### src/hdl/point_to_spherical_filter_unit_defines.svh
// Assertion macros shared by the point-to-spherical filter RTL.
`ifndef POINT_TO_SPHERICAL_FILTER_UNIT_DEFINES_SVH
`define POINT_TO_SPHERICAL_FILTER_UNIT_DEFINES_SVH
`ifndef SYNTHESIS
`define PTSF_ASSERT_IMP(lbl, clk, rst, ante, cons) \
   lbl: assert property (@(posedge clk) disable iff (rst) (ante) |-> (cons)) \
      else $error("ptsf: same-cycle check failed");
`define PTSF_ASSERT_NEXT(lbl, clk, rst, ante, cons) \
   lbl: assert property (@(posedge clk) disable iff (rst) (ante) |=> (cons)) \
      else $error("ptsf: next-cycle check failed");
`else
`define PTSF_ASSERT_IMP(lbl, clk, rst, ante, cons)
`define PTSF_ASSERT_NEXT(lbl, clk, rst, ante, cons)
`endif
`endif

### src/hdl/ptsf_pkg.sv
// Types, constants and the arctangent table of the point-to-spherical filter.
`default_nettype none
package ptsf_pkg;

   localparam int unsigned COORD_W      = 20;
   localparam int unsigned CFG_W        = 20;
   localparam int unsigned STRENGTH_W   = 16;
   localparam int unsigned ANGLE_W      = 16;
   localparam int unsigned PROJ_W       = 21;
   localparam int unsigned CSR_INDEX_W  = 4;
   localparam int unsigned SQ_W         = 40;
   localparam int unsigned SQRT_W       = 60;
   localparam int unsigned ROOT_W       = 30;
   localparam int unsigned SQRT_STEPS   = 30;
   localparam int unsigned CORDIC_STEPS = 30;
   localparam int unsigned CORDIC_W     = 34;
   localparam int unsigned NUM_W        = 51;
   localparam int unsigned DVS_W        = 31;
   localparam int unsigned QUO_W        = 30;

   // Register indexes of the configuration port.
   localparam logic [CSR_INDEX_W-1:0] CSR_CUTOFF = 4'd0;
   localparam logic [CSR_INDEX_W-1:0] CSR_VIZ    = 4'd1;

   localparam logic [CFG_W-1:0] CUTOFF_RESET = 20'd5120;
   localparam logic [CFG_W-1:0] VIZ_RESET    = 20'd5120;

   // Angle accumulator is in units of pi/2^31.
   localparam logic signed [CORDIC_W-1:0] ANGLE_PI   = 34'sh0_8000_0000;
   localparam logic signed [CORDIC_W-1:0] ROUND_HALF = 34'sd32768;
   localparam logic signed [CORDIC_W-1:0] POLAR_MAX  = 34'sd32768;

   typedef struct packed {
      logic [SQRT_W-1:0] v;
      logic [SQRT_W-1:0] res;
   } sqrt_type;

   typedef struct packed {
      logic signed [CORDIC_W-1:0] a;
      logic signed [CORDIC_W-1:0] b;
      logic signed [CORDIC_W-1:0] z;
   } cordic_type;

   typedef struct packed {
      logic [NUM_W-1:0] rem;
      logic [DVS_W-1:0] dvs;
      logic [QUO_W-1:0] quo;
   } div_type;

   // Fields that travel beside the square-root chain.
   typedef struct packed {
      logic signed [COORD_W-1:0] x;
      logic signed [COORD_W-1:0] y;
      logic signed [COORD_W-1:0] z;
      logic                      live;
      logic [SQ_W-1:0]           px;
      logic [SQ_W-1:0]           py;
      logic [SQ_W-1:0]           pz;
   } side1_type;

   // Fields that travel beside the angle and divider chains.
   typedef struct packed {
      logic             zero;
      logic             axis;
      logic [CFG_W-1:0] range;
      logic [CFG_W-1:0] margin;
      logic             sx;
      logic             sy;
      logic             sz;
   } side2_type;

   // Arctangent of 2^-step in units of pi/2^31.
   function automatic logic signed [CORDIC_W-1:0] cordic_atan(input int step);
      logic signed [CORDIC_W-1:0] ang;
      case (step)
         0:  ang = 34'sd536870912;
         1:  ang = 34'sd316933406;
         2:  ang = 34'sd167458907;
         3:  ang = 34'sd85004756;
         4:  ang = 34'sd42667331;
         5:  ang = 34'sd21354465;
         6:  ang = 34'sd10679838;
         7:  ang = 34'sd5340245;
         8:  ang = 34'sd2670163;
         9:  ang = 34'sd1335087;
         10: ang = 34'sd667544;
         11: ang = 34'sd333772;
         12: ang = 34'sd166886;
         13: ang = 34'sd83443;
         14: ang = 34'sd41721;
         15: ang = 34'sd20860;
         16: ang = 34'sd10430;
         17: ang = 34'sd5215;
         18: ang = 34'sd2607;
         19: ang = 34'sd1303;
         20: ang = 34'sd651;
         21: ang = 34'sd325;
         22: ang = 34'sd162;
         23: ang = 34'sd81;
         24: ang = 34'sd40;
         25: ang = 34'sd20;
         26: ang = 34'sd10;
         27: ang = 34'sd5;
         28: ang = 34'sd2;
         29: ang = 34'sd1;
         default: ang = '0;
      endcase
      return ang;
   endfunction

endpackage
`default_nettype wire

### src/hdl/ptsf_div_cell.sv
// One quotient bit of the pipelined restoring divider.
`default_nettype none
module ptsf_div_cell #(
   parameter int unsigned SHIFT = 0
) (
   input  wire logic             clock,
   input  wire logic             advance,
   input  wire ptsf_pkg::div_type cell_in,
   output ptsf_pkg::div_type      cell_out
);
   import ptsf_pkg::*;

   localparam int unsigned WIDE_W = DVS_W + QUO_W + 1;

   div_type           out_ff;
   div_type           out_in;
   logic [WIDE_W-1:0] shifted;

   // Subtract the shifted divisor when it fits.
   always_comb begin
      shifted = WIDE_W'(cell_in.dvs) << SHIFT;
      out_in  = cell_in;
      if (WIDE_W'(cell_in.rem) >= shifted) begin
         out_in.rem = cell_in.rem - shifted[NUM_W-1:0];
         out_in.quo = cell_in.quo | (QUO_W'(1) << SHIFT);
      end
   end

   always_ff @(posedge clock) begin
      if (advance) begin
         out_ff <= out_in;
      end
   end

   assign cell_out = out_ff;
endmodule
`default_nettype wire

### config.mk
export PLATFORM = sky130hd
export DESIGN_NAME = ptsf_div_cell
export DESIGN_NICKNAME = d
export VERILOG_FILES = /design/src/hdl/point_to_spherical_filter_unit_defines.svh /design/src/hdl/ptsf_pkg.sv /design/src/hdl/ptsf_div_cell.sv
export SDC_FILE = /design/constraint.sdc
export NUM_CORES = 1
export LEC_CHECK = 0
export BUFFER_PORTS_ARGS = -buffer_cell sky130_fd_sc_hd__buf_2
export CAP_MARGIN = 10
export CORE_ASPECT_RATIO = 1.2
export CORE_UTILIZATION = 31
export DETAILED_ROUTE_END_ITERATION = 16
export GPL_ROUTABILITY_DRIVEN = 0
export HOLD_SLACK_MARGIN = 0.05
export PLACE_DENSITY_LB_ADDON = 0.3
export SYNTH_ARGS = -nofsm -noshare
export SYNTH_HDL_FRONTEND = slang
export SYNTH_SLANG_ARGS = --single-unit
export TNS_END_PERCENT = 20
### constraint.sdc
create_clock -name clock -period 3.19 [get_ports clock]
set_input_delay 0.638 -clock clock [delete_from_list [all_inputs] [get_ports clock]]
set_output_delay 0.638 -clock clock [all_outputs]
set_load 0.01 [all_outputs]
==> summary.md <==
| Metric | Value |
|---|---|
| Final net count | 1050 |
| Switching Fraction | 0.288 |
| Chip width | 130 um |
| Root buffer cell | clkbuf_16 |
| Port Buffer Count | 225 |
| Post-synth EDFFs | 112 |
| # diodes | 0 |
| Worst min-delay path startpoint | cell_in[27] |
| Period utilization | 0.972 |
| FFs w/ async S/R, synth | 0 |
| Min Tclk post-route | 3.10 ns |
| Max FFs per register | 112 |
| F_max | 0.323 GHz |
| Rel. slew slack | 0.660 |
| Core footprint | 19100 um^2 |
| Worst Tran Pin Value | 0.510 ns |
| Hold path depth | 1 |
| Clk pwr share | 0.287 |
| Number of vias per cell | 4.66 |
| DR vias | 5424 |
| LEAKAGE | 3.99 nW |
| Post-Route M1 WL | 7130 um |
| Clk buf depth | 2 |
| DRC | 0 |
| Sw Pwr | 1.14 mW |
| Fin Setup TNS | 0 ns |
| Setup CP Type | input port to register |
| CP Data Arrival Time | 3.22 ns |
| Pint | 2.83 mW |
| Element type at the critical path end | register |
| GR Overflow Total | 0 |
| Mapped Cells | 557 |
| DP Wirelength | 13900 um |
| Startpoint Class | input port |
| Library cells used by synthesis | 51 |
| Antenna Violating Nets Remaining | 0 |
| Largest net degree at the start of global routing | 45 |
| Die height | 156 um |
| Worst Path Max Fanout | 14 |
| Area growth syn-to-layout | 44.8% |
| Tightest Hold Check Type | input port to register |
| Layout cell share with drive strength beyond 1 | 0.431 |
| Total power | 3.98 mW |
| Synth Area per Inst | 11.0 um^2 |
| Outcome | completed |
| Fin util | 0.465 |
| Mapped Area | 6110 um^2 |
| Seq cells post-synth | 112 |
| First-pass GRT wire length | 26400 um |
| Pre-CTS setup slack | -0.449 ns |
| H-Tree Depth | 3 |
| DR WL met3 | 1090 um |
| Comb pwr share | 0.252 |
| Final wirelength | 17200 um |
| Synth Flop Type | edfxtp_1 |
| WL/cell | 14.8 um |
| Post-Syn Nets | 703 |
| Top Metal Used | met5 |
| Pre-Repair DR Iteration Count | 6 |
| Drt first-iter violations | 283 |
| CP Data Required Time | 3.31 ns |
| Pins Over Slew Limit | 0 |
| Clock sinks | 112 |
| CTS Buf Count | 9 |
| Max_cap viols | 0 |
| Fillers | 1853 |
| CTS tree | done |
| Final Worst Setup Slack | 0.0906 ns |
| Total track usage | 0.171 |
| Sequential share of power | 0.461 |
| Initial antenna violation count | 1 |
| Vias in the first global route | 5310 |
| Worst-path clk slew | 0.08 ns |
| Initial Util | 0.321 |
| Hold path endpoint | cell_out[27] |
| Std cell rows | 55 |
| Worst IR Drop VDD | 0.000231 V |
| # IOs | 226 |
| Die footprint | 20300 um^2 |
| Length of routed met2 wiring | 8690 um |
| Post-synthesis sequential area ratio | 0.550 |
| Synth Warn # | 0 |
| Setup Viol. Count Final | 0 |
| Final Hold Fails | 0 |
| P per Cell Area | 449 nW/um^2 |
[final cells by class]
class / count / area, um^2 / share of cell area
Inverter: 43 / 161 / 0.0182
Clock inverter: 7 / 73.8 / 0.00834
Multi-Input combinational cell: 386 / 2590 / 0.293
Sequential cell: 112 / 3360 / 0.380
Clock buffer: 9 / 225 / 0.0254
Timing Repair Buffer: 352 / 2120 / 0.239
Tap cell: 256 / 320 / 0.0362
[routing by layer]
| layer | vias to the layer above | track usage |
|---|---|---|
| met1 | 2470 | 0.200 |
| met3 | 21 | 0.0384 |
| met2 | 172 | 0.304 |
| li1 | 2759 | - |
| met4 | 2 | 0.0609 |
| met5 | - | 0 |
[per-stage QoR]
step                hold WS (ns)  cell area (um^2)  instances
finish                     0.443              8850       1165
detailed placement         0.816              8470       1149
global route               0.423              8850       1165
global placement           0.814              8470       1149
CTS                        0.425              8780       1165
floorplan                  0.737              6120        557
[synth_stat cells (8+ instances only)]
library cell / instances / area [um^2]
xnor2_1: 33 / 289
o21ai_0: 22 / 110
nor4_1: 13 / 81.3
clkbuf_1: 11 / 41.3
a21o_1: 8 / 60.1
o21a_1: 8 / 60.1
nand4_1: 19 / 119
inv_1: 43 / 161
a21oi_1: 62 / 310
edfxtp_1: 112 / 3360
nor2_1: 54 / 203
nand2_1: 42 / 158
xor2_1: 11 / 96.3
nor3_1: 9 / 45.0
ha_1: 31 / 388
[power by group through the flow]
stage	sequential [mW]	combinational, mW	clock [mW]
5_1_grt	1.85	1.11	1.23
3_5_place_dp	1.87	0.997	0
3_3_place_gp	1.87	0.988	0
6_report	1.84	1.00	1.14
2_1_floorplan	1.96	0.385	0
4_1_cts	1.84	1.00	1.18
[cells in the final DEF, fill, tap and decap left out, types with 9 or more instances in the layout]
cell type,instances
edfxtp_1,112
xor2_1,11
buf_4,125
xnor2_1,33
o21ai_0,20
nor4_1,9
nand4_1,19
a21oi_1,61
nand2_1,41
buf_2,224
inv_1,42
nor2_1,54
ha_1,31
clkbuf_16,9
[cells by family (layout without fill, tap and decap cells)]
logic type                 count (synthesis)  in the layout  share of synthesized area
and+or+nand+nor                          173            173                      0.139
AOI/OAI and AO/OA                        134            134                      0.133
DFF                                      112            112                      0.550
buffers and inverters                     59            411                     0.0413
xor gates and xnor gates                  44             44                     0.0630
adders and majority gates                 32             32                     0.0667
muxes                                      3              3                    0.00675
[timing repair]
item	4_1_cts	5_1_grt
endpoints found under the setup margin	5	45
pin swaps	0	1
hold buffers	0	0
setup buffers	0	0
resized for setup	2	17
[worst max-delay path, stage by stage]
cell and delay, ns:
buf_2 0.12, nor4_4 0.30, nand2_2 0.12, or4_4 0.44
or4_1 0.53, a21o_1 0.21, or2_2 0.34, buf_4 0.21
mux2_4 0.30
[worst max path at each step]
stage,from,endpoint,slack [ns]
detailed placement,cell_in[36],cell_out[104],-0.45
floorplan,cell_in[57],cell_out[108],-0.08
global route,cell_in[100],cell_out[64],-0.002
global placement,cell_in[36],cell_out[104],-0.43
finish,cell_in[100],cell_out[65],0.09
CTS,cell_in[100],cell_out[65],0.02
Power figures use the tool's default switching activity.
