File: src/hdl/point_to_spherical_filter_unit_defines.svh
// Assertion macros shared by the point-to-spherical filter RTL.
`ifndef POINT_TO_SPHERICAL_FILTER_UNIT_DEFINES_SVH
`define POINT_TO_SPHERICAL_FILTER_UNIT_DEFINES_SVH
`ifndef SYNTHESIS
`define PTSF_ASSERT_IMP(lbl, clk, rst, ante, cons) \
   lbl: assert property (@(posedge clk) disable iff (rst) (ante) |-> (cons)) \
      else $error("ptsf: same-cycle check failed");
`define PTSF_ASSERT_NEXT(lbl, clk, rst, ante, cons) \
   lbl: assert property (@(posedge clk) disable iff (rst) (ante) |=> (cons)) \
      else $error("ptsf: next-cycle check failed");
`else
`define PTSF_ASSERT_IMP(lbl, clk, rst, ante, cons)
`define PTSF_ASSERT_NEXT(lbl, clk, rst, ante, cons)
`endif
`endif

File: src/hdl/ptsf_pkg.sv
// Types, constants and the arctangent table of the point-to-spherical filter.
`default_nettype none
package ptsf_pkg;

   localparam int unsigned COORD_W      = 20;
   localparam int unsigned CFG_W        = 20;
   localparam int unsigned STRENGTH_W   = 16;
   localparam int unsigned ANGLE_W      = 16;
   localparam int unsigned PROJ_W       = 21;
   localparam int unsigned CSR_INDEX_W  = 4;
   localparam int unsigned SQ_W         = 40;
   localparam int unsigned SQRT_W       = 60;
   localparam int unsigned ROOT_W       = 30;
   localparam int unsigned SQRT_STEPS   = 30;
   localparam int unsigned CORDIC_STEPS = 30;
   localparam int unsigned CORDIC_W     = 34;
   localparam int unsigned NUM_W        = 51;
   localparam int unsigned DVS_W        = 31;
   localparam int unsigned QUO_W        = 30;

   // Register indexes of the configuration port.
   localparam logic [CSR_INDEX_W-1:0] CSR_CUTOFF = 4'd0;
   localparam logic [CSR_INDEX_W-1:0] CSR_VIZ    = 4'd1;

   localparam logic [CFG_W-1:0] CUTOFF_RESET = 20'd5120;
   localparam logic [CFG_W-1:0] VIZ_RESET    = 20'd5120;

   // Angle accumulator is in units of pi/2^31.
   localparam logic signed [CORDIC_W-1:0] ANGLE_PI   = 34'sh0_8000_0000;
   localparam logic signed [CORDIC_W-1:0] ROUND_HALF = 34'sd32768;
   localparam logic signed [CORDIC_W-1:0] POLAR_MAX  = 34'sd32768;

   typedef struct packed {
      logic [SQRT_W-1:0] v;
      logic [SQRT_W-1:0] res;
   } sqrt_type;

   typedef struct packed {
      logic signed [CORDIC_W-1:0] a;
      logic signed [CORDIC_W-1:0] b;
      logic signed [CORDIC_W-1:0] z;
   } cordic_type;

   typedef struct packed {
      logic [NUM_W-1:0] rem;
      logic [DVS_W-1:0] dvs;
      logic [QUO_W-1:0] quo;
   } div_type;

   // Fields that travel beside the square-root chain.
   typedef struct packed {
      logic signed [COORD_W-1:0] x;
      logic signed [COORD_W-1:0] y;
      logic signed [COORD_W-1:0] z;
      logic                      live;
      logic [SQ_W-1:0]           px;
      logic [SQ_W-1:0]           py;
      logic [SQ_W-1:0]           pz;
   } side1_type;

   // Fields that travel beside the angle and divider chains.
   typedef struct packed {
      logic             zero;
      logic             axis;
      logic [CFG_W-1:0] range;
      logic [CFG_W-1:0] margin;
      logic             sx;
      logic             sy;
      logic             sz;
   } side2_type;

   // Arctangent of 2^-step in units of pi/2^31.
   function automatic logic signed [CORDIC_W-1:0] cordic_atan(input int step);
      logic signed [CORDIC_W-1:0] ang;
      case (step)
         0:  ang = 34'sd536870912;
         1:  ang = 34'sd316933406;
         2:  ang = 34'sd167458907;
         3:  ang = 34'sd85004756;
         4:  ang = 34'sd42667331;
         5:  ang = 34'sd21354465;
         6:  ang = 34'sd10679838;
         7:  ang = 34'sd5340245;
         8:  ang = 34'sd2670163;
         9:  ang = 34'sd1335087;
         10: ang = 34'sd667544;
         11: ang = 34'sd333772;
         12: ang = 34'sd166886;
         13: ang = 34'sd83443;
         14: ang = 34'sd41721;
         15: ang = 34'sd20860;
         16: ang = 34'sd10430;
         17: ang = 34'sd5215;
         18: ang = 34'sd2607;
         19: ang = 34'sd1303;
         20: ang = 34'sd651;
         21: ang = 34'sd325;
         22: ang = 34'sd162;
         23: ang = 34'sd81;
         24: ang = 34'sd40;
         25: ang = 34'sd20;
         26: ang = 34'sd10;
         27: ang = 34'sd5;
         28: ang = 34'sd2;
         29: ang = 34'sd1;
         default: ang = '0;
      endcase
      return ang;
   endfunction

endpackage
`default_nettype wire

File: src/hdl/ptsf_sqrt_cell.sv
// One digit step of the pipelined integer square root.
`default_nettype none
module ptsf_sqrt_cell #(
   parameter int unsigned BIT_POS = 0
) (
   input  wire logic              clock,
   input  wire logic              advance,
   input  wire ptsf_pkg::sqrt_type cell_in,
   output ptsf_pkg::sqrt_type      cell_out
);
   import ptsf_pkg::*;

   localparam logic [SQRT_W-1:0] BitVal = SQRT_W'(1) << BIT_POS;

   sqrt_type        out_ff;
   sqrt_type        out_in;
   logic [SQRT_W:0] trial;

   // Take the trial bit when the remainder covers it.
   always_comb begin
      trial = {1'b0, cell_in.res} + {1'b0, BitVal};
      if ({1'b0, cell_in.v} >= trial) begin
         out_in.v   = cell_in.v - trial[SQRT_W-1:0];
         out_in.res = (cell_in.res >> 1) + BitVal;
      end else begin
         out_in.v   = cell_in.v;
         out_in.res = cell_in.res >> 1;
      end
   end

   always_ff @(posedge clock) begin
      if (advance) begin
         out_ff <= out_in;
      end
   end

   assign cell_out = out_ff;
endmodule
`default_nettype wire

File: config.mk
export PLATFORM = sky130hd
export DESIGN_NAME = ptsf_sqrt_cell
export DESIGN_NICKNAME = d
export VERILOG_FILES = /design/src/hdl/point_to_spherical_filter_unit_defines.svh /design/src/hdl/ptsf_pkg.sv /design/src/hdl/ptsf_sqrt_cell.sv
export SDC_FILE = /design/constraint.sdc
export NUM_CORES = 1
export LEC_CHECK = 0
export BUFFER_PORTS_ARGS = -buffer_cell sky130_fd_sc_hd__clkbuf_2
export CELL_PAD_IN_SITES_DETAIL_PLACEMENT = 0
export CELL_PAD_IN_SITES_GLOBAL_PLACEMENT = 1
export CORE_MARGIN = 2
export CORE_UTILIZATION = 35
export DETAILED_ROUTE_END_ITERATION = 6
export PLACE_DENSITY_LB_ADDON = 0.12
export RECOVER_POWER = 100
export SLEW_MARGIN = 20
export SYNTH_ARGS = -nofsm -noshare
export SYNTH_HDL_FRONTEND = slang
export SYNTH_SLANG_ARGS = --single-unit
export TNS_END_PERCENT = 1
File: constraint.sdc
create_clock -name clock -period 6.9 [get_ports clock]
set_input_delay 0.69 -clock clock [delete_from_list [all_inputs] [get_ports clock]]
set_output_delay 0.69 -clock clock [all_outputs]
set_load 0.1 [all_outputs]
==> impl_metrics.py <==
metrics = {
    "global_routing": {
        "grt_max_degree": 63,
        "grt_pass1_wl_mm": 56.2,
        "grt_pass1_vias": 9425,
        "globalRouteTotalUtil_pct": 24.3,
        "grt_overflow": 0,
        "antenna_found_initial": 4,
    },
    "setup_path": {
        "crit_family": "simple AND/OR/NAND/NOR gates",
        "cp_slowest_stage_delay_ns": 0.92,
        "cp.required_ns": 7.12,
        "crit_path_end_kind": "register",
        "path_class": "input port to register",
        "cp_data_arrival_time_ns": 6.35,
        "crit_buf_inv": 2,
        "path_max_fanout": 24,
        "worstPathCellList": "clkbuf_2, nand4_4, or4_1, or3_1, xor2_1, ha_1, nand2_1, o21a_1, a21oi_1, nor2_1, nor3_1, nand3_1, o21ai_0, a221oi_4, o21ai_1, buf_12, nand3_1, xnor2_1",
        "cp_slowest_cell": "o21ai_1",
        "crit_path_frequent_cell": "nand3_1",
        "worst_setup_path_start_kind": "input port",
    },
    "layout": {
        "ff_latch_area_sq_mm": 0.00360,
        "drive_gt1_share_pct": 13.3,
        "largest_reg_flops": 120,
        "fillerInstances": 3028,
        "final_nets": 1568,
        "area_growth_pct": 19.1,
        "num_antenna_cells": 0,
        "multi_input_area_sq_mm": 0.00616,
    },
    "synth": {
        "synth_area_leaders": "edfxtp_1, ha_1, xnor2_1, xor2_1, nand2_1",
        "syn_area_per_cell_sq_um": 8.75,
        "yosysUniqueCellTypes": 70,
        "yosysSeqAreaShare_pct": 35.4,
        "async_reset_ff_share_pct": 0,
        "syn_nets": 1348,
        "syn_area_sq_mm": 0.0102,
        "synth_top_area_share_pct": 35.4,
        "synth_edf_count": 120,
        "yosysWarningCount": 0,
        "yosysTopAreaCell": "edfxtp_1",
        "ys.flop_type": "edfxtp_1",
        "synth.most_common_cell": "nand2_1",
        "synthTopCellsByCount": "nand2_1, edfxtp_1, xnor2_1",
        "netlist_instances": 1163,
        "ys_ff_latch": 120,
    },
    "power": {
        "power_density_mw_per_mm2": 259,
        "power.leakage_nw": 4.62,
        "ir_worst_vdd_mv": 0.151,
    },
    "timing": {
        "rsz0062_at_grt": "no",
        "max-slew-margin-rel_pct": -126,
        "worst_pin_slew_ns": 3.38,
        "max_freq_mhz": 163,
        "period_needed_ns": 6.13,
        "hold_slack_ns": 0.566,
        "finalSetupTns_ns": 0,
        "fin_crit_sh_pct": 88.9,
        "setup_viol": 0,
        "finalHoldViolCount": 0,
        "slew_violations": 123,
    },
    "detailed_routing": {
        "wl_met3_mm": 2.24,
        "met2_wirelength_mm": 16.5,
        "drc_errors": 0,
        "drt_wl_total_mm": 37.4,
        "top_layer_used": "met5",
        "routed_via_density": 5.40,
        "antenna_left": 0,
        "wl_met1_mm": 17.9,
        "drt-pass1-iter-count": 5,
        "drtIter0Drc": 813,
        "vias": 9617,
        "wire_per_inst_um": 21.0,
    },
    "clocking": {
        "cts_num_sinks": 120,
        "clockRootBuffer": "clkbuf_16",
        "numCtsBuffers": 17,
        "h-tree-depth": 4,
        "post-cts-setup-buffers": 0,
        "cts_resized": 0,
        "cts_tree": "built",
        "path_clk_slew_ns": 0.07,
        "holdBufCountCts": 0,
        "cts_max_path_buffers": 2,
    },
    "floorplan": {
        "start_util_pct": 35.5,
        "chipHeight_um": 175,
        "dieArea_sq_mm": 0.0305,
        "top_level_ports": 242,
        "core_sq_mm": 0.0287,
        "die_w_um": 175,
        "num_rows": 62,
    },
    "job": {
        "maxCapViolations": 2,
    },
    "placed_design": {
        "gp_congestion": 0.964,
        "port_buffers": 241,
        "hpwl_mm": 30.0,
    },
    "run_status": {
        "violations": "capacitance limit, slew limit",
        "status": "complete, but fails checks",
    },
    "worst_hold_path": {
        "hp-class": "input port to register",
    },
}
## worst paths after layout
| path | start | end | slack, ns | depth (start not counted) |
|---|---|---|---|---|
| setup / recovery | cell_in[10] | cell_out[49] | 0.77 | 18 |
| hold / removal | cell_in[108] | cell_out[108] | 0.57 | 3 |
## layer usage
layer / GRT usage [%] / vias to the layer above
li1: - / 4673
met1: 34.7 / 4552
met2: 37.9 / 337
met3: 4.07 / 47
met4: 6.56 / 8
met5: 0 / -
## tightest hold or removal path, stage by stage
cell	delay, ns
clkbuf_2	0.10
nand2_1	0.04
o21ai_0	0.06
## cells by family (layout without fill, tap and decap cells)
| logic type | after synthesis | in the layout | share of synthesized area (%) |
|---|---|---|---|
| adder cells (fa/ha/maj) | 63 | 63 | 7.82 |
| AO/OA/AOI/OAI | 259 | 259 | 15.9 |
| XOR/XNOR | 167 | 167 | 14.4 |
| AND/OR/NAND/NOR | 471 | 471 | 22.5 |
| buffers and inverters | 83 | 316 | 4.01 |
| flip-flops | 120 | 120 | 35.4 |
## layout by cell type (no fill, tap or decap), types with 30 or more instances in the layout
cell      instances
a21o_1           30
a21oi_1          63
clkbuf_1        122
clkbuf_2        121
edfxtp_1        120
ha_1             62
nand2_1         172
nand3_1          54
nand4_1          34
nor2_1           69
nor3_1           45
o21ai_0          85
xnor2_1          85
xor2_1           82
## power by group
group	switching (mW)	total (mW)	internal, mW	leakage [nW]
registers	0.0251	0.935	0.910	1.17
logic	1.03	1.28	0.259	3.17
clock network	0.386	0.921	0.534	0.277
## final cells by class
| cell class | count | area share (%) |
|---|---|---|
| Multi-Input combinational cell | 960 | 50.8 |
| Sequential cell | 120 | 29.7 |
| Inverter | 24 | 0.743 |
| Clock buffer | 18 | 3.54 |
| Clock inverter | 14 | 1.24 |
| Tap cell | 384 | 3.96 |
| Timing Repair Buffer | 260 | 9.96 |
## stage by stage
stage	total power [mW]	area, sq um	setup slack [ns]	std cells	util (%)
2_1_floorplan	1.97	10200	1.39	1163	-
3_3_place_gp	2.26	11700	0.685	1748	40.8
3_5_place_dp	2.25	11700	0.495	1748	40.8
4_1_cts	3.18	12300	0.949	1780	42.8
5_1_grt	3.26	12100	0.263	1780	42.2
6_report	3.14	12100	0.765	1780	42.2
Note: power is estimated with default switching activity, not from simulation.
