==> src/hdl/point_to_spherical_filter_unit_defines.svh <==
// Assertion macros shared by the point-to-spherical filter RTL.
`ifndef POINT_TO_SPHERICAL_FILTER_UNIT_DEFINES_SVH
`define POINT_TO_SPHERICAL_FILTER_UNIT_DEFINES_SVH
`ifndef SYNTHESIS
`define PTSF_ASSERT_IMP(lbl, clk, rst, ante, cons) \
   lbl: assert property (@(posedge clk) disable iff (rst) (ante) |-> (cons)) \
      else $error("ptsf: same-cycle check failed");
`define PTSF_ASSERT_NEXT(lbl, clk, rst, ante, cons) \
   lbl: assert property (@(posedge clk) disable iff (rst) (ante) |=> (cons)) \
      else $error("ptsf: next-cycle check failed");
`else
`define PTSF_ASSERT_IMP(lbl, clk, rst, ante, cons)
`define PTSF_ASSERT_NEXT(lbl, clk, rst, ante, cons)
`endif
`endif

==> src/hdl/ptsf_pkg.sv <==
// Types, constants and the arctangent table of the point-to-spherical filter.
`default_nettype none
package ptsf_pkg;

   localparam int unsigned COORD_W      = 20;
   localparam int unsigned CFG_W        = 20;
   localparam int unsigned STRENGTH_W   = 16;
   localparam int unsigned ANGLE_W      = 16;
   localparam int unsigned PROJ_W       = 21;
   localparam int unsigned CSR_INDEX_W  = 4;
   localparam int unsigned SQ_W         = 40;
   localparam int unsigned SQRT_W       = 60;
   localparam int unsigned ROOT_W       = 30;
   localparam int unsigned SQRT_STEPS   = 30;
   localparam int unsigned CORDIC_STEPS = 30;
   localparam int unsigned CORDIC_W     = 34;
   localparam int unsigned NUM_W        = 51;
   localparam int unsigned DVS_W        = 31;
   localparam int unsigned QUO_W        = 30;

   // Register indexes of the configuration port.
   localparam logic [CSR_INDEX_W-1:0] CSR_CUTOFF = 4'd0;
   localparam logic [CSR_INDEX_W-1:0] CSR_VIZ    = 4'd1;

   localparam logic [CFG_W-1:0] CUTOFF_RESET = 20'd5120;
   localparam logic [CFG_W-1:0] VIZ_RESET    = 20'd5120;

   // Angle accumulator is in units of pi/2^31.
   localparam logic signed [CORDIC_W-1:0] ANGLE_PI   = 34'sh0_8000_0000;
   localparam logic signed [CORDIC_W-1:0] ROUND_HALF = 34'sd32768;
   localparam logic signed [CORDIC_W-1:0] POLAR_MAX  = 34'sd32768;

   typedef struct packed {
      logic [SQRT_W-1:0] v;
      logic [SQRT_W-1:0] res;
   } sqrt_type;

   typedef struct packed {
      logic signed [CORDIC_W-1:0] a;
      logic signed [CORDIC_W-1:0] b;
      logic signed [CORDIC_W-1:0] z;
   } cordic_type;

   typedef struct packed {
      logic [NUM_W-1:0] rem;
      logic [DVS_W-1:0] dvs;
      logic [QUO_W-1:0] quo;
   } div_type;

   // Fields that travel beside the square-root chain.
   typedef struct packed {
      logic signed [COORD_W-1:0] x;
      logic signed [COORD_W-1:0] y;
      logic signed [COORD_W-1:0] z;
      logic                      live;
      logic [SQ_W-1:0]           px;
      logic [SQ_W-1:0]           py;
      logic [SQ_W-1:0]           pz;
   } side1_type;

   // Fields that travel beside the angle and divider chains.
   typedef struct packed {
      logic             zero;
      logic             axis;
      logic [CFG_W-1:0] range;
      logic [CFG_W-1:0] margin;
      logic             sx;
      logic             sy;
      logic             sz;
   } side2_type;

   // Arctangent of 2^-step in units of pi/2^31.
   function automatic logic signed [CORDIC_W-1:0] cordic_atan(input int step);
      logic signed [CORDIC_W-1:0] ang;
      case (step)
         0:  ang = 34'sd536870912;
         1:  ang = 34'sd316933406;
         2:  ang = 34'sd167458907;
         3:  ang = 34'sd85004756;
         4:  ang = 34'sd42667331;
         5:  ang = 34'sd21354465;
         6:  ang = 34'sd10679838;
         7:  ang = 34'sd5340245;
         8:  ang = 34'sd2670163;
         9:  ang = 34'sd1335087;
         10: ang = 34'sd667544;
         11: ang = 34'sd333772;
         12: ang = 34'sd166886;
         13: ang = 34'sd83443;
         14: ang = 34'sd41721;
         15: ang = 34'sd20860;
         16: ang = 34'sd10430;
         17: ang = 34'sd5215;
         18: ang = 34'sd2607;
         19: ang = 34'sd1303;
         20: ang = 34'sd651;
         21: ang = 34'sd325;
         22: ang = 34'sd162;
         23: ang = 34'sd81;
         24: ang = 34'sd40;
         25: ang = 34'sd20;
         26: ang = 34'sd10;
         27: ang = 34'sd5;
         28: ang = 34'sd2;
         29: ang = 34'sd1;
         default: ang = '0;
      endcase
      return ang;
   endfunction

endpackage
`default_nettype wire

==> src/hdl/ptsf_cordic_cell.sv <==
// One vectoring rotation of the pipelined arctangent.
`default_nettype none
module ptsf_cordic_cell #(
   parameter int unsigned STEP = 0
) (
   input  wire logic                clock,
   input  wire logic                advance,
   input  wire ptsf_pkg::cordic_type cell_in,
   output ptsf_pkg::cordic_type      cell_out
);
   import ptsf_pkg::*;

   localparam logic signed [CORDIC_W-1:0] Atan = cordic_atan(int'(STEP));

   cordic_type                 out_ff;
   cordic_type                 out_in;
   logic signed [CORDIC_W-1:0] a;
   logic signed [CORDIC_W-1:0] b;
   logic signed [CORDIC_W-1:0] sa;
   logic signed [CORDIC_W-1:0] sb;

   // Rotate toward the x axis by the direction of b.
   always_comb begin
      a  = cell_in.a;
      b  = cell_in.b;
      sa = a >>> STEP;
      sb = b >>> STEP;
      if (!b[CORDIC_W-1]) begin
         out_in.a = a + sb;
         out_in.b = b - sa;
         out_in.z = cell_in.z + Atan;
      end else begin
         out_in.a = a - sb;
         out_in.b = b + sa;
         out_in.z = cell_in.z - Atan;
      end
   end

   always_ff @(posedge clock) begin
      if (advance) begin
         out_ff <= out_in;
      end
   end

   assign cell_out = out_ff;
endmodule
`default_nettype wire

==> config.mk <==
export PLATFORM = sky130hd
export DESIGN_NAME = ptsf_cordic_cell
export DESIGN_NICKNAME = d
export VERILOG_FILES = /design/src/hdl/point_to_spherical_filter_unit_defines.svh /design/src/hdl/ptsf_pkg.sv /design/src/hdl/ptsf_cordic_cell.sv
export SDC_FILE = /design/constraint.sdc
export NUM_CORES = 1
export LEC_CHECK = 0
export BUFFER_PORTS_ARGS = -buffer_cell sky130_fd_sc_hd__buf_2
export CORE_MARGIN = 2
export CORE_UTILIZATION = 55
export DETAILED_ROUTE_END_ITERATION = 12
export PLACE_DENSITY_LB_ADDON = 0.05
export SETUP_SLACK_MARGIN = 0.2
export SLEW_MARGIN = 40
export SYNTH_ARGS = -nofsm -noshare
export SYNTH_HDL_FRONTEND = slang
export SYNTH_SLANG_ARGS = --single-unit
==> constraint.sdc <==
create_clock -name clock -period 3.75 [get_ports clock]
set_input_delay 0.375 -clock clock [delete_from_list [all_inputs] [get_ports clock]]
set_output_delay 0.375 -clock clock [all_outputs]
set_load 0.005 [all_outputs]
==> flow_metrics.env <==
export IMPL_avgSynthCellArea_um2=8.98
export IMPL_grt_start_max_net_pins=81
export IMPL_crit_path_max_incr_delay_ns=0.49
export IMPL_worst_path_stages=11
export IMPL_cp_end_kind="flop"
export IMPL_min_path_cells=1
export IMPL_grt_pass1_wl_um=42900
export IMPL_hold_viol=0
export IMPL_hold_worst_slack_ns=0.180
export IMPL_wirelength_um=27400
export IMPL_worstPathMaxFanout=11
export IMPL_diodes=0
export IMPL_synth_top_area_share_pct=32.7
export IMPL_track_usage_pct=30.3
export IMPL_synthCells=1032
export IMPL_grt_pass1_vias=8063
export IMPL_synth_area_leaders="edfxtp_1 33%, ha_1 14%, a21oi_1 6.4%"
export IMPL_vias=8501
export IMPL_antenna_found_initial=0
export IMPL_power_density_nw_per_um2=361
export IMPL_period_minus_slack_ns=3.15
export IMPL_wl_per_cell_um=18.9
export IMPL_drc_errors=0
export IMPL_status="finished clean"
export IMPL_period_share_pct=84.0
export IMPL_ys_async_sr_fraction_pct=0
export IMPL_cp_top_family="compound AO/OA/AOI/OAI gates"
export IMPL_post_cts_resized=0
export IMPL_regArea_um2=3030
export IMPL_crit_type="in2reg"
export IMPL_critical_path_startpoint_type="primary input"
export IMPL_power_leakage_uw=0.00502
export IMPL_root_buffer="clkbuf_16"
export IMPL_cts_tree="done"
export IMPL_ys_flop_type="edfxtp_1"
export IMPL_cts_sinks=101
export IMPL_largest_register_ffs=101
export IMPL_synth_edf_count=101
export IMPL_drv_slew=0
export IMPL_synth_net_count=1243
export IMPL_path_cells="buf_2 -> inv_1 -> ha_1 -> or2_1 -> or3_1 -> a311oi_2 -> nor2_1 -> a211oi_1 -> o31a_1 -> a31oi_1 -> xor2_1"
export IMPL_utilization_pct=65.5
export IMPL_post_cts_buffers=0
export IMPL_rows=47
export IMPL_place_congestion=0.989
export IMPL_ys_warn_count=0
export IMPL_layout_drive_gt1_share_pct=22.2
export IMPL_maxSlewHeadroom_pct=49.0
export IMPL_fillers=1421
export IMPL_place_hpwl_um=21500
export IMPL_port_buffers=205
export IMPL_vias_per_cell=5.87
export IMPL_area_growth_pct=16.7
export IMPL_critPathArrivalTime_ns=3.26
export IMPL_synth_cell_type_count=80
export IMPL_hp_class="in2reg"
export IMPL_drt_pass1_iter_count=5
export IMPL_ctsHoldBuffers=0
export IMPL_netlist_area_um2=9270
export IMPL_die_area_um2=17900
export IMPL_multi_input_area_um2=5580
export IMPL_ys_ff_latch=101
export IMPL_synth_most_common_cell="a21oi_1"
export IMPL_cts_buffers=9
export IMPL_yosysSeqAreaShare_pct=32.7
export IMPL_synthTopCellsByCount="119 x a21oi_1, 113 x inv_1, 103 x ha_1"
export IMPL_path_buf_inv=2
export IMPL_critPathRequiredTime_ns=3.86
export IMPL_pin_count=206
export IMPL_tightest_slew_ns=0.764
export IMPL_cts_max_level=3
export IMPL_grt_setup_unrepaired="false"
export IMPL_cts_buffer_depth=2
export IMPL_die_x_um=134
export IMPL_ant_nets=0
export IMPL_peakVddDrop_mv=0.266
export IMPL_coreArea_um2=16500
export IMPL_cp_slowest_cell="a211oi_1"
export IMPL_gr_total_overflow=0
export IMPL_maxCapViolCount=0
export IMPL_clkTransAtPathRegs_ns=0.08
export IMPL_max_freq_mhz=317
export IMPL_drtIter0Drc=956
export IMPL_finalSetupViolations=0
export IMPL_tns_ns=0
export IMPL_die_h_um=134
export IMPL_nets=1434
export IMPL_synth_top_area_cell="edfxtp_1"
export IMPL_start_util_pct=56.1
==> kinds of logic after synthesis <==
kind of cell	count (synthesis)	share of synthesized area, %
compound gates	342	24.6
simple gates	228	11.8
buf+inv	163	7.11
fa+ha+maj	107	14.8
flops	101	32.7
xor+xnor	66	6.23
mux	25	2.70
==> area by class of cell <==
cell class | instances | share of cell area, %
multi-input combinational | 768 | 51.5
clock inverter | 7 | 0.798
clock buffer | 9 | 2.08
timing repair buffer | 225 | 10.9
sequential | 101 | 28.0
inverter | 118 | 4.09
tap | 220 | 2.54
==> power by group <==
part	internal (µW)	switching (µW)	total, µW
registers	1460	40.8	1500
clock network	483	513	996
logic	570	845	1410
total	2510	1400	3910
==> routing by layer <==
| metal | wire length, µm | GRT usage, % |
|---|---|---|
| met1 | 12200 | 42.9 |
| met2 | 12500 | 48.1 |
| met3 | 2120 | 4.69 |
| met4 | 619 | 8.87 |
| met5 | 0 | 0 |
==> per-stage QoR <==
step / total power (µW) / std cells / instance area (µm²) / setup slack, ns
global route: 4100 / 1448 / 10800 / 0.493
finish: 3910 / 1448 / 10800 / 0.599
detailed placement: 2910 / 1432 / 10500 / 0.286
CTS: 3900 / 1448 / 10800 / 0.660
floorplan: 2380 / 1032 / 9270 / 1.04
global placement: 2900 / 1432 / 10500 / 0.402
==> layout by cell type (no fill, tap or decap), types with 5 or more instances in the layout <==
| cell | Yosys | layout |
|---|---|---|
| buf_2 | 14 | 204 |
| a21oi_1 | 119 | 119 |
| inv_1 | 113 | 112 |
| ha_1 | 103 | 103 |
| edfxtp_1 | 101 | 101 |
| nor2_1 | 80 | 80 |
| o21ai_0 | 56 | 56 |
| xnor2_1 | 55 | 55 |
| nand2_1 | 52 | 52 |
| a21o_1 | 39 | 39 |
| mux2i_1 | 25 | 25 |
| o21bai_1 | 22 | 22 |
| buf_4 | 4 | 20 |
| nor3_1 | 17 | 17 |
| o211ai_1 | 15 | 15 |
| nand3_1 | 14 | 14 |
| xor2_1 | 11 | 11 |
| nor2b_1 | 11 | 11 |
| nand4_1 | 11 | 11 |
| a31oi_1 | 10 | 10 |
| a21boi_0 | 9 | 9 |
| clkbuf_16 | 0 | 9 |
| nand2b_1 | 7 | 7 |
| nor4_1 | 6 | 6 |
| and3_1 | 5 | 5 |
| o21ai_1 | 5 | 5 |
| or3_1 | 5 | 5 |
| a211oi_1 | 5 | 5 |
| o31ai_1 | 5 | 5 |
==> worst paths after layout <==
| path | start | end |
|---|---|---|
| setup / recovery | cell_in[47] | cell_out[66]$_DFFE_PP_ |
| hold / removal | cell_in[23] | cell_out[23]$_DFFE_PP_ |
No activity file was read; power rests on OpenSTA's default activity.
